`src/sv/sit_pkg.sv`:
```
// sit_pkg: shared types, codes and saturation helpers for the sorted interval table
// no dependencies; used by sit_ctrl, sit_datapath, sorted_interval_table_core and the testbench
`default_nettype none

package sit_pkg;

  // command codes
  localparam logic [2:0] CMD_INSERT = 3'd0;
  localparam logic [2:0] CMD_REPAIR = 3'd1;
  localparam logic [2:0] CMD_DELETE = 3'd2;
  localparam logic [2:0] CMD_FIND   = 3'd3;
  localparam logic [2:0] CMD_QUERY  = 3'd4;

  // result status codes
  localparam logic [1:0] ST_OK   = 2'd0;
  localparam logic [1:0] ST_FULL = 2'd1;
  localparam logic [1:0] ST_NONE = 2'd2;

  localparam int CNT_W = 7;
  localparam int POS_W = 6;

  typedef struct packed {
    logic [2:0]         command;
    logic signed [31:0] range_start;
    logic signed [31:0] range_end;
    logic [15:0]        node_id;
    logic               move_overlapping;
  } req_t;

  typedef struct packed {
    logic [1:0]         status;
    logic [CNT_W-1:0]   count;
    logic signed [31:0] entry_start;
    logic signed [31:0] entry_end;
    logic [15:0]        entry_id;
    logic [POS_W-1:0]   position;
    logic               last;
  } rsp_t;

  typedef struct packed {
    logic signed [31:0] ent_start;
    logic signed [31:0] ent_end;
    logic [15:0]        ent_id;
  } entry_t;

  // datapath micro-operations issued by the controller
  typedef enum logic [4:0] {
    OP_NONE,
    OP_LOAD,
    OP_RD_I,
    OP_INS_SCAN,
    OP_SHIFT_RD,
    OP_SHIFT_WR,
    OP_INS_WR,
    OP_SORT_INIT,
    OP_SORT_KEY,
    OP_SORT_RDJ,
    OP_SORT_SHIFT,
    OP_SORT_PLACE,
    OP_WALK_INIT,
    OP_WALK_FIRST,
    OP_WALK_FIX,
    OP_WALK_NEXT,
    OP_WALK_MOVE,
    OP_DEL_STEP,
    OP_DEL_END,
    OP_FIND_STEP,
    OP_FIND_MISS,
    OP_QUERY_STEP,
    OP_QUERY_END,
    OP_OUT_RD,
    OP_EMIT_ENTRY,
    OP_EMIT_FULL,
    OP_EMIT_PLAIN
  } dp_op_t;

  // datapath status seen by the controller
  typedef struct packed {
    logic [2:0] command;
    logic       move;
    logic       full;
    logic       n_zero;
    logic       i_lt_n;
    logic       i_gt_pos;
    logic       j_zero;
    logic       sort_gt;
    logic       walk_more;
    logic       walk_move;
    logic       hit;
  } dp_stat_t;

  // saturate a 33-bit signed value to 32 bits
  function automatic logic signed [31:0] sat33(input logic signed [32:0] v);
    logic signed [31:0] r;
    if (v[32] != v[31]) r = v[32] ? 32'sh8000_0000 : 32'sh7fff_ffff;
    else r = v[31:0];
    return r;
  endfunction

  // saturate a 34-bit signed value to 32 bits
  function automatic logic signed [31:0] sat34(input logic signed [33:0] v);
    logic signed [31:0] r;
    if ((v[33] != v[32]) || (v[33] != v[31])) r = v[33] ? 32'sh8000_0000 : 32'sh7fff_ffff;
    else r = v[31:0];
    return r;
  endfunction

endpackage

`default_nettype wire

```
`src/sv/sit_ctrl.sv`:
```
// sit_ctrl: command sequencer for the sorted interval table
// depends on sit_pkg; drives sit_datapath through micro-operations
`default_nettype none

module sit_ctrl (
  input  wire logic              clk,
  input  wire logic              rst,
  input  wire logic              start,
  input  wire sit_pkg::dp_stat_t stat,
  output sit_pkg::dp_op_t        op,
  output logic                   busy
);

  typedef enum logic [23:0] {
    S_IDLE        = 24'h000001,
    S_DISPATCH    = 24'h000002,
    S_INS_RD      = 24'h000004,
    S_INS_CMP     = 24'h000008,
    S_SHIFT_RD    = 24'h000010,
    S_SHIFT_WR    = 24'h000020,
    S_INS_WR      = 24'h000040,
    S_SORT_START  = 24'h000080,
    S_SORT_KEY_RD = 24'h000100,
    S_SORT_KEY    = 24'h000200,
    S_SORT_J      = 24'h000400,
    S_SORT_CMP    = 24'h000800,
    S_WALK_FIRST  = 24'h001000,
    S_WALK_FIX    = 24'h002000,
    S_WALK_NEXT   = 24'h004000,
    S_WALK_MOVE   = 24'h008000,
    S_FINISH      = 24'h010000,
    S_OUT_EMIT    = 24'h020000,
    S_DEL_RD      = 24'h040000,
    S_DEL_CMP     = 24'h080000,
    S_FIND_RD     = 24'h100000,
    S_FIND_CMP    = 24'h200000,
    S_Q_RD        = 24'h400000,
    S_Q_CMP       = 24'h800000
  } state_t;

  state_t state, state_next;

  // state register
  always_ff @(posedge clk) begin
    if (rst) state <= S_IDLE;
    else state <= state_next;
  end

  assign busy = (state != S_IDLE);

  // next state and operation
  always_comb begin
    state_next = state;
    op = sit_pkg::OP_NONE;
    unique case (state)
      S_IDLE: begin
        if (start) begin
          op = sit_pkg::OP_LOAD;
          state_next = S_DISPATCH;
        end
      end
      S_DISPATCH: begin
        case (stat.command)
          sit_pkg::CMD_INSERT: begin
            if (stat.full) begin
              op = sit_pkg::OP_EMIT_FULL;
              state_next = S_IDLE;
            end else state_next = S_INS_RD;
          end
          sit_pkg::CMD_REPAIR: state_next = S_SORT_START;
          sit_pkg::CMD_DELETE: state_next = S_DEL_RD;
          sit_pkg::CMD_FIND:   state_next = S_FIND_RD;
          sit_pkg::CMD_QUERY:  state_next = S_Q_RD;
          default: begin
            op = sit_pkg::OP_EMIT_PLAIN;
            state_next = S_IDLE;
          end
        endcase
      end
      // find the insertion slot
      S_INS_RD: begin
        if (stat.i_lt_n) begin
          op = sit_pkg::OP_RD_I;
          state_next = S_INS_CMP;
        end else state_next = S_SHIFT_RD;
      end
      S_INS_CMP: begin
        op = sit_pkg::OP_INS_SCAN;
        state_next = S_INS_RD;
      end
      // open a gap at the slot
      S_SHIFT_RD: begin
        if (stat.i_gt_pos) begin
          op = sit_pkg::OP_SHIFT_RD;
          state_next = S_SHIFT_WR;
        end else state_next = S_INS_WR;
      end
      S_SHIFT_WR: begin
        op = sit_pkg::OP_SHIFT_WR;
        state_next = S_SHIFT_RD;
      end
      S_INS_WR: begin
        op = sit_pkg::OP_INS_WR;
        state_next = stat.move ? S_SORT_START : S_FINISH;
      end
      // stable insertion sort by start
      S_SORT_START: begin
        op = sit_pkg::OP_SORT_INIT;
        state_next = S_SORT_KEY_RD;
      end
      S_SORT_KEY_RD: begin
        if (stat.i_lt_n) begin
          op = sit_pkg::OP_RD_I;
          state_next = S_SORT_KEY;
        end else if (stat.n_zero) begin
          state_next = S_FINISH;
        end else begin
          op = sit_pkg::OP_WALK_INIT;
          state_next = S_WALK_FIRST;
        end
      end
      S_SORT_KEY: begin
        op = sit_pkg::OP_SORT_KEY;
        state_next = S_SORT_J;
      end
      S_SORT_J: begin
        if (stat.j_zero) begin
          op = sit_pkg::OP_SORT_PLACE;
          state_next = S_SORT_KEY_RD;
        end else begin
          op = sit_pkg::OP_SORT_RDJ;
          state_next = S_SORT_CMP;
        end
      end
      S_SORT_CMP: begin
        if (stat.sort_gt) begin
          op = sit_pkg::OP_SORT_SHIFT;
          state_next = S_SORT_J;
        end else begin
          op = sit_pkg::OP_SORT_PLACE;
          state_next = S_SORT_KEY_RD;
        end
      end
      // overlap walk
      S_WALK_FIRST: begin
        op = sit_pkg::OP_WALK_FIRST;
        state_next = S_WALK_FIX;
      end
      S_WALK_FIX: begin
        op = sit_pkg::OP_WALK_FIX;
        state_next = stat.walk_more ? S_WALK_NEXT : S_FINISH;
      end
      S_WALK_NEXT: begin
        op = sit_pkg::OP_WALK_NEXT;
        state_next = stat.walk_move ? S_WALK_MOVE : S_WALK_FIX;
      end
      S_WALK_MOVE: begin
        op = sit_pkg::OP_WALK_MOVE;
        state_next = S_WALK_FIX;
      end
      // report after insert or repair
      S_FINISH: begin
        if (stat.command == sit_pkg::CMD_INSERT) begin
          op = sit_pkg::OP_OUT_RD;
          state_next = S_OUT_EMIT;
        end else begin
          op = sit_pkg::OP_EMIT_PLAIN;
          state_next = S_IDLE;
        end
      end
      S_OUT_EMIT: begin
        op = sit_pkg::OP_EMIT_ENTRY;
        state_next = S_IDLE;
      end
      // delete range with compaction
      S_DEL_RD: begin
        if (stat.i_lt_n) begin
          op = sit_pkg::OP_RD_I;
          state_next = S_DEL_CMP;
        end else begin
          op = sit_pkg::OP_DEL_END;
          state_next = S_IDLE;
        end
      end
      S_DEL_CMP: begin
        op = sit_pkg::OP_DEL_STEP;
        state_next = S_DEL_RD;
      end
      // find by id
      S_FIND_RD: begin
        if (stat.i_lt_n) begin
          op = sit_pkg::OP_RD_I;
          state_next = S_FIND_CMP;
        end else begin
          op = sit_pkg::OP_FIND_MISS;
          state_next = S_IDLE;
        end
      end
      S_FIND_CMP: begin
        op = sit_pkg::OP_FIND_STEP;
        state_next = stat.hit ? S_IDLE : S_FIND_RD;
      end
      // range query
      S_Q_RD: begin
        if (stat.i_lt_n) begin
          op = sit_pkg::OP_RD_I;
          state_next = S_Q_CMP;
        end else begin
          op = sit_pkg::OP_QUERY_END;
          state_next = S_IDLE;
        end
      end
      S_Q_CMP: begin
        op = sit_pkg::OP_QUERY_STEP;
        state_next = S_Q_RD;
      end
      default: state_next = S_IDLE;
    endcase
  end

endmodule

`default_nettype wire

```
`config.mk`:
```
export PLATFORM = sky130hd
export DESIGN_NAME = sit_ctrl
export DESIGN_NICKNAME = d
export VERILOG_FILES = /design/src/sv/sit_pkg.sv /design/src/sv/sit_ctrl.sv
export SDC_FILE = /design/constraint.sdc
export NUM_CORES = 1
export LEC_CHECK = 0
export BUFFER_PORTS_ARGS = -buffer_cell sky130_fd_sc_hd__buf_2
export CORE_MARGIN = 2
export CORE_UTILIZATION = 60
export CTS_BUF_LIST = sky130_fd_sc_hd__clkbuf_4
export CTS_CLUSTER_DIAMETER = 80
export DETAILED_ROUTE_END_ITERATION = 8
export PLACE_DENSITY = 0.92
export SYNTH_ARGS = -nofsm -noshare
export SYNTH_HDL_FRONTEND = slang
export SYNTH_SLANG_ARGS = --single-unit
```
`constraint.sdc`:
```
create_clock -name clk -period 3.5 [get_ports clk]
set_input_delay 0.7 -clock clk [delete_from_list [all_inputs] [get_ports clk]]
set_output_delay 0.7 -clock clk [all_outputs]
set_load 0.01 [all_outputs]
```
### After elaboration in Yosys (flattened, before gate mapping)

Index checks and enable logic that the tools add are counted.

| word-level totals | value |
|---|---|
| ROM bits | 0 |
| memories | 0 |
| output and inout bits | 6 |
| word-level logic and storage cells | 66 |
| input port bits | 16 |
| bits in latches | 0 |
| RAM bits | 0 |
| flip-flop bits (word level) | 24 |

| operators by class | value |
|---|---|
| bitwise logic cells | 0 |
| shift-type cells | 0 |
| eq/ne operators | 30 |
| add/subtract/negate cells | 0 |
| div/mod/pow operators | 0 |
| magnitude comparators | 0 |
| mux-type cells | 32 |
| multipliers | 0 |
| reductions and logical operators | 3 |

Operator list:

| cell | count |
|---|---|
| 24-bit case mux with 22 select lines | 1 |
| 24-bit case mux with 5 select lines | 1 |
| 5-bit case mux with 24 select lines | 1 |
| 17-bit 2-to-1 mux | 4 |
| 24-bit 2-to-1 mux | 2 |
| 5-bit 2-to-1 mux | 5 |
| 24-bit by 1-bit equality test with 1-bit output, second input constant | 1 |
| 24-bit by 10-bit equality test with 1-bit output, second input constant | 1 |
| 24-bit by 11-bit equality test with 1-bit output, second input constant | 1 |
| 24-bit by 12-bit equality test with 1-bit output, second input constant | 1 |
| 24-bit by 13-bit equality test with 1-bit output, second input constant | 1 |
| 24-bit by 14-bit equality test with 1-bit output, second input constant | 1 |
| 24-bit by 15-bit equality test with 1-bit output, second input constant | 1 |
| 24-bit by 16-bit equality test with 1-bit output, second input constant | 1 |
| 24-bit by 17-bit equality test with 1-bit output, second input constant | 1 |
| 24-bit by 18-bit equality test with 1-bit output, second input constant | 1 |
| 24-bit by 19-bit equality test with 1-bit output, second input constant | 1 |
| 24-bit by 2-bit equality test with 1-bit output, second input constant | 1 |
| 24-bit by 20-bit equality test with 1-bit output, second input constant | 1 |
| 24-bit by 21-bit equality test with 1-bit output, second input constant | 1 |
| 24-bit by 22-bit equality test with 1-bit output, second input constant | 1 |
| 24-bit by 23-bit equality test with 1-bit output, second input constant | 1 |
| 24-bit equality test, second input constant | 1 |
| 24-bit by 3-bit equality test with 1-bit output, second input constant | 1 |
| other kinds (27) | 33 |

### Depth between registers and ports, before layout

| logic depth | value |
|---|---|
| depth in word-level cells | 4 |
| depth in mapped cells | 8 |
| mapped depth without buffers | 6 |

### Least setup slack after synthesis

Ideal clock, no wire load.

| timing path | value |
|---|---|
| path kind | register to output |
| start | register state[1] |
| end | output op[4] |
| path buffers | 1 |
| setup slack | 422 ps |
| arrival time | 2378 ps |
| stages on the path, launching flop included | 8 |
| path through | dfxtp_1 -> buf_6 -> nor4_4 -> nand4_4 -> or4b_4 -> or4_4 -> and4_1 -> nand4_1 |

| on the way | value |
|---|---|
| word-level cells in the longest chain between the ends | 2 |
| elaborated cells between the ends (all ways) | 25 |

RTL lines:

| item | line | RTL |
|---|---|---|
| from (decl) | sit_ctrl.sv:41 | `state_t state, state_next;` |
| from (signal assigned) | sit_ctrl.sv:46 | `else state <= state_next;` |
| 24-bit equality test (tied with other cells) | sit_ctrl.sv:55 | `unique case (state)` |
| 5-bit case mux with 24 select lines * | sit_ctrl.sv:55 |  |
| to (decl) | sit_ctrl.sv:10 | `output sit_pkg::dp_op_t op,` |

Mark *: on every way between the ends. The rest lies on a longest branch, timed or not.

### Worst setup path after layout

| timing path | value |
|---|---|
| start | register state[0] |
| end | output op[4] |

The elaborated chain is that of the path after synthesis.

==> metrics.txt <==
status finished clean; setup violators final 0; initial antenna violation count 0; commonest non-fill, non-tap cell in the layout nor2_1; worst skew pair latency 0.32 ns; Synth area leader dfxtp_1; Max rail drop VDD 0.286 mV; worst reg-to-reg setup slack 1.19 ns; nets 261; drt first pass iters 5; CP required 2.80 ns; max FFs per register 24; Top reg by flops state; DRC 0; Hold Vio Cnt, Final 0; Synth cell types 53; H-tree Lvls 1; Vias 1945; Worst EP arrival 2.72 ns; core box area 2780 µm²; boundary pin count 22; highest-delay cell along the critical path or4b_4; Final Worst Setup Slack 0.0848 ns; worst-case reg-to-reg path depth 6; clock transition at the registers of the reported paths 0.13 ns; FILL cells 240; Final Cell Area 1980 µm²; sequential-to-total area share from yosys stat 27.3%; vias in the first global route 1702; cts hold-fix bufs 0; busiest grt layer met2; RePlAce Congestion 0.966; share of cells above drive strength 1 23.8%; fmax 293 MHz; routing usage on met3 5.36%; synthesized area 1760 µm²; Area growth syn-to-layout 12.1%; crit path capture type primary output; Die Area 3390 µm²; crit start category flip-flop; Final Cycle Share 97.6%; placed instance area 1870 µm²; HPWL after detailed placement 3.80 mm; HP Class input pin to flip-flop; CTS Root Cell clkbuf_4; Syn. warnings 0; largest net degree at the start of global routing 17; worst r2r src state[0]; hold path depth 2; Iteration-0 DRC Markers 174; min Tclk post-route 3.42 ns; Congestion Overflow GR 0; met2 Resource Use GR 50.6%; Post-synth EDFFs 0; predominant post-synthesis flop cell dfxtp_1; unrepaired setup endpoints after global routing no; final wirelength 5.16 mm; worst setup skew after layout 0.00103 ns; slew margin rel. 59.7%; clock buffer depth 2; critical path class flip-flop to primary output; biggest regs state (24); routed length per instance 18.8 µm; initial core utilization 63.4%; worst hold endpoint state[11]; Tightest Pin Transition 0.599 ns; ANT cells 0; Place WS 0.310 ns; min-delay src stat[4]; # port buffers 21; most area-consuming cells after synthesis dfxtp_1 27%, nor2_1 6.2%, nor4b_1 5.0%; Die Span Y 58.2 µm; DR vias/cell 7.07; crit path cell chain nor4_4 > nand4_4 > or4b_4 > or4_4 > and4_1 > nand4_1 > buf_2; CP Max Fanout 7; CTS sink count 24; async set-or-reset flop fraction in the synthesized netlist 0%; Reg-to-Reg End state[0]; Final ANT Viol Nets 0; max-cap viol count 0; Die W 58.2 µm; cts bufs inserted 3; Pleak 0.000760 µW; gr usage total 29.5%; max-slew violation count 0; number of synthesized register bits 24; TritonCTS clock tree built; most frequent cells in the layout 28 x nor2_1, 21 x buf_2, 20 x nand2_1, 20 x dfxtp_1, 12 x buf_4; first-pass GRT wire length 7.62 mm; Setup TNS 0 ns; CP max stage delay 0.53 ns; Avg Inst Size Synth 8.16 µm²; syn_nets 232; Cells after Synth 216; FP Rows 19; area fraction of the dominant cell type after synthesis 27.3%; pwr/cell area 285 nW/µm²; M1 GR Usage 36.9%; final core occ 71.0%
## power by group
part | leakage, µW | switching [µW] | internal, µW | total [µW]
sequential | 0.000195 | 10.4 | 278 | 289
clock | 0.0000154 | 87.2 | 41.8 | 129
combinational | 0.000549 | 86.5 | 59.2 | 146
## worst max-delay path, delay by kind of cell, from the launching register on
kind / cells / cell delay [ns]
AND/OR/NAND/NOR: 6 / 1.86
flip-flops: 1 / 0.40
buffers and inverters: 1 / 0.13
## Yosys cell counts, types with 5 or more instances
library cell	n
nor2_1	29
dfxtp_1	24
nand2_1	20
nor3_1	11
nor4_1	11
nor4b_1	10
nand3b_1	7
nand4_1	7
a21oi_1	6
nand3_1	6
and3_1	5
inv_1	5
## repair_timing
action / 4_1_cts / 5_1_grt
gates resized for setup: 1 / 11
cloned: 0 / 0
pin swaps: 2 / 4
buffers inserted: 1 / 4
setup endpoints to repair: 1 / 5
## cells by family (layout without fill, tap and decap cells)
kind of cell           after synthesis  after routing  synth area share (%)
flip-flops                          24             24                  27.3
AND/OR/NAND/NOR                    137            137                  48.8
XOR/XNOR                             7              7                  3.48
multiplexers                         1              1                 0.568
AO/OA/AOI/OAI                       33             33                  13.5
buffers and inverters               14             42                  6.39
## worst max path at each step
stage               slack (ns)  endpoint  startpoint  cells past startpoint
detailed placement        0.31     op[4]    state[7]                      7
floorplan                 0.42     op[4]    state[1]                      7
finish                    0.08     op[4]    state[0]                      7
CTS                       0.03     op[4]    state[6]                      7
global route              0.01     op[3]    state[0]                      8
global placement          0.33     op[4]    state[7]                      7
## metrics by stage
step	instances	power [µW]	hold slack (ns)
final	275	563	0.530
after global routing	275	584	0.542
after CTS	271	548	0.541
after detailed placement	266	425	0.618
after global placement	266	422	0.593
after floorplan	216	376	0.523
## final cells by class
type | count | area (µm²) | area share (%)
multi-input cells | 178 | 1210 | 61.1
inverters | 5 | 18.8 | 0.950
clock inverters | 1 | 3.75 | 0.190
clock buffers | 3 | 22.5 | 1.14
repair buffers | 33 | 195 | 9.88
well taps | 31 | 38.8 | 1.96
flip-flops and latches | 24 | 490 | 24.8
## metal layers
metal | part of all wire (%) | up-vias
met5 | 0 | -
met4 | 3.5 | 0
met3 | 9.5 | 25
met2 | 48 | 119
met1 | 39 | 905
li1 | - | 896
Note: power is estimated with default switching activity, not from simulation.
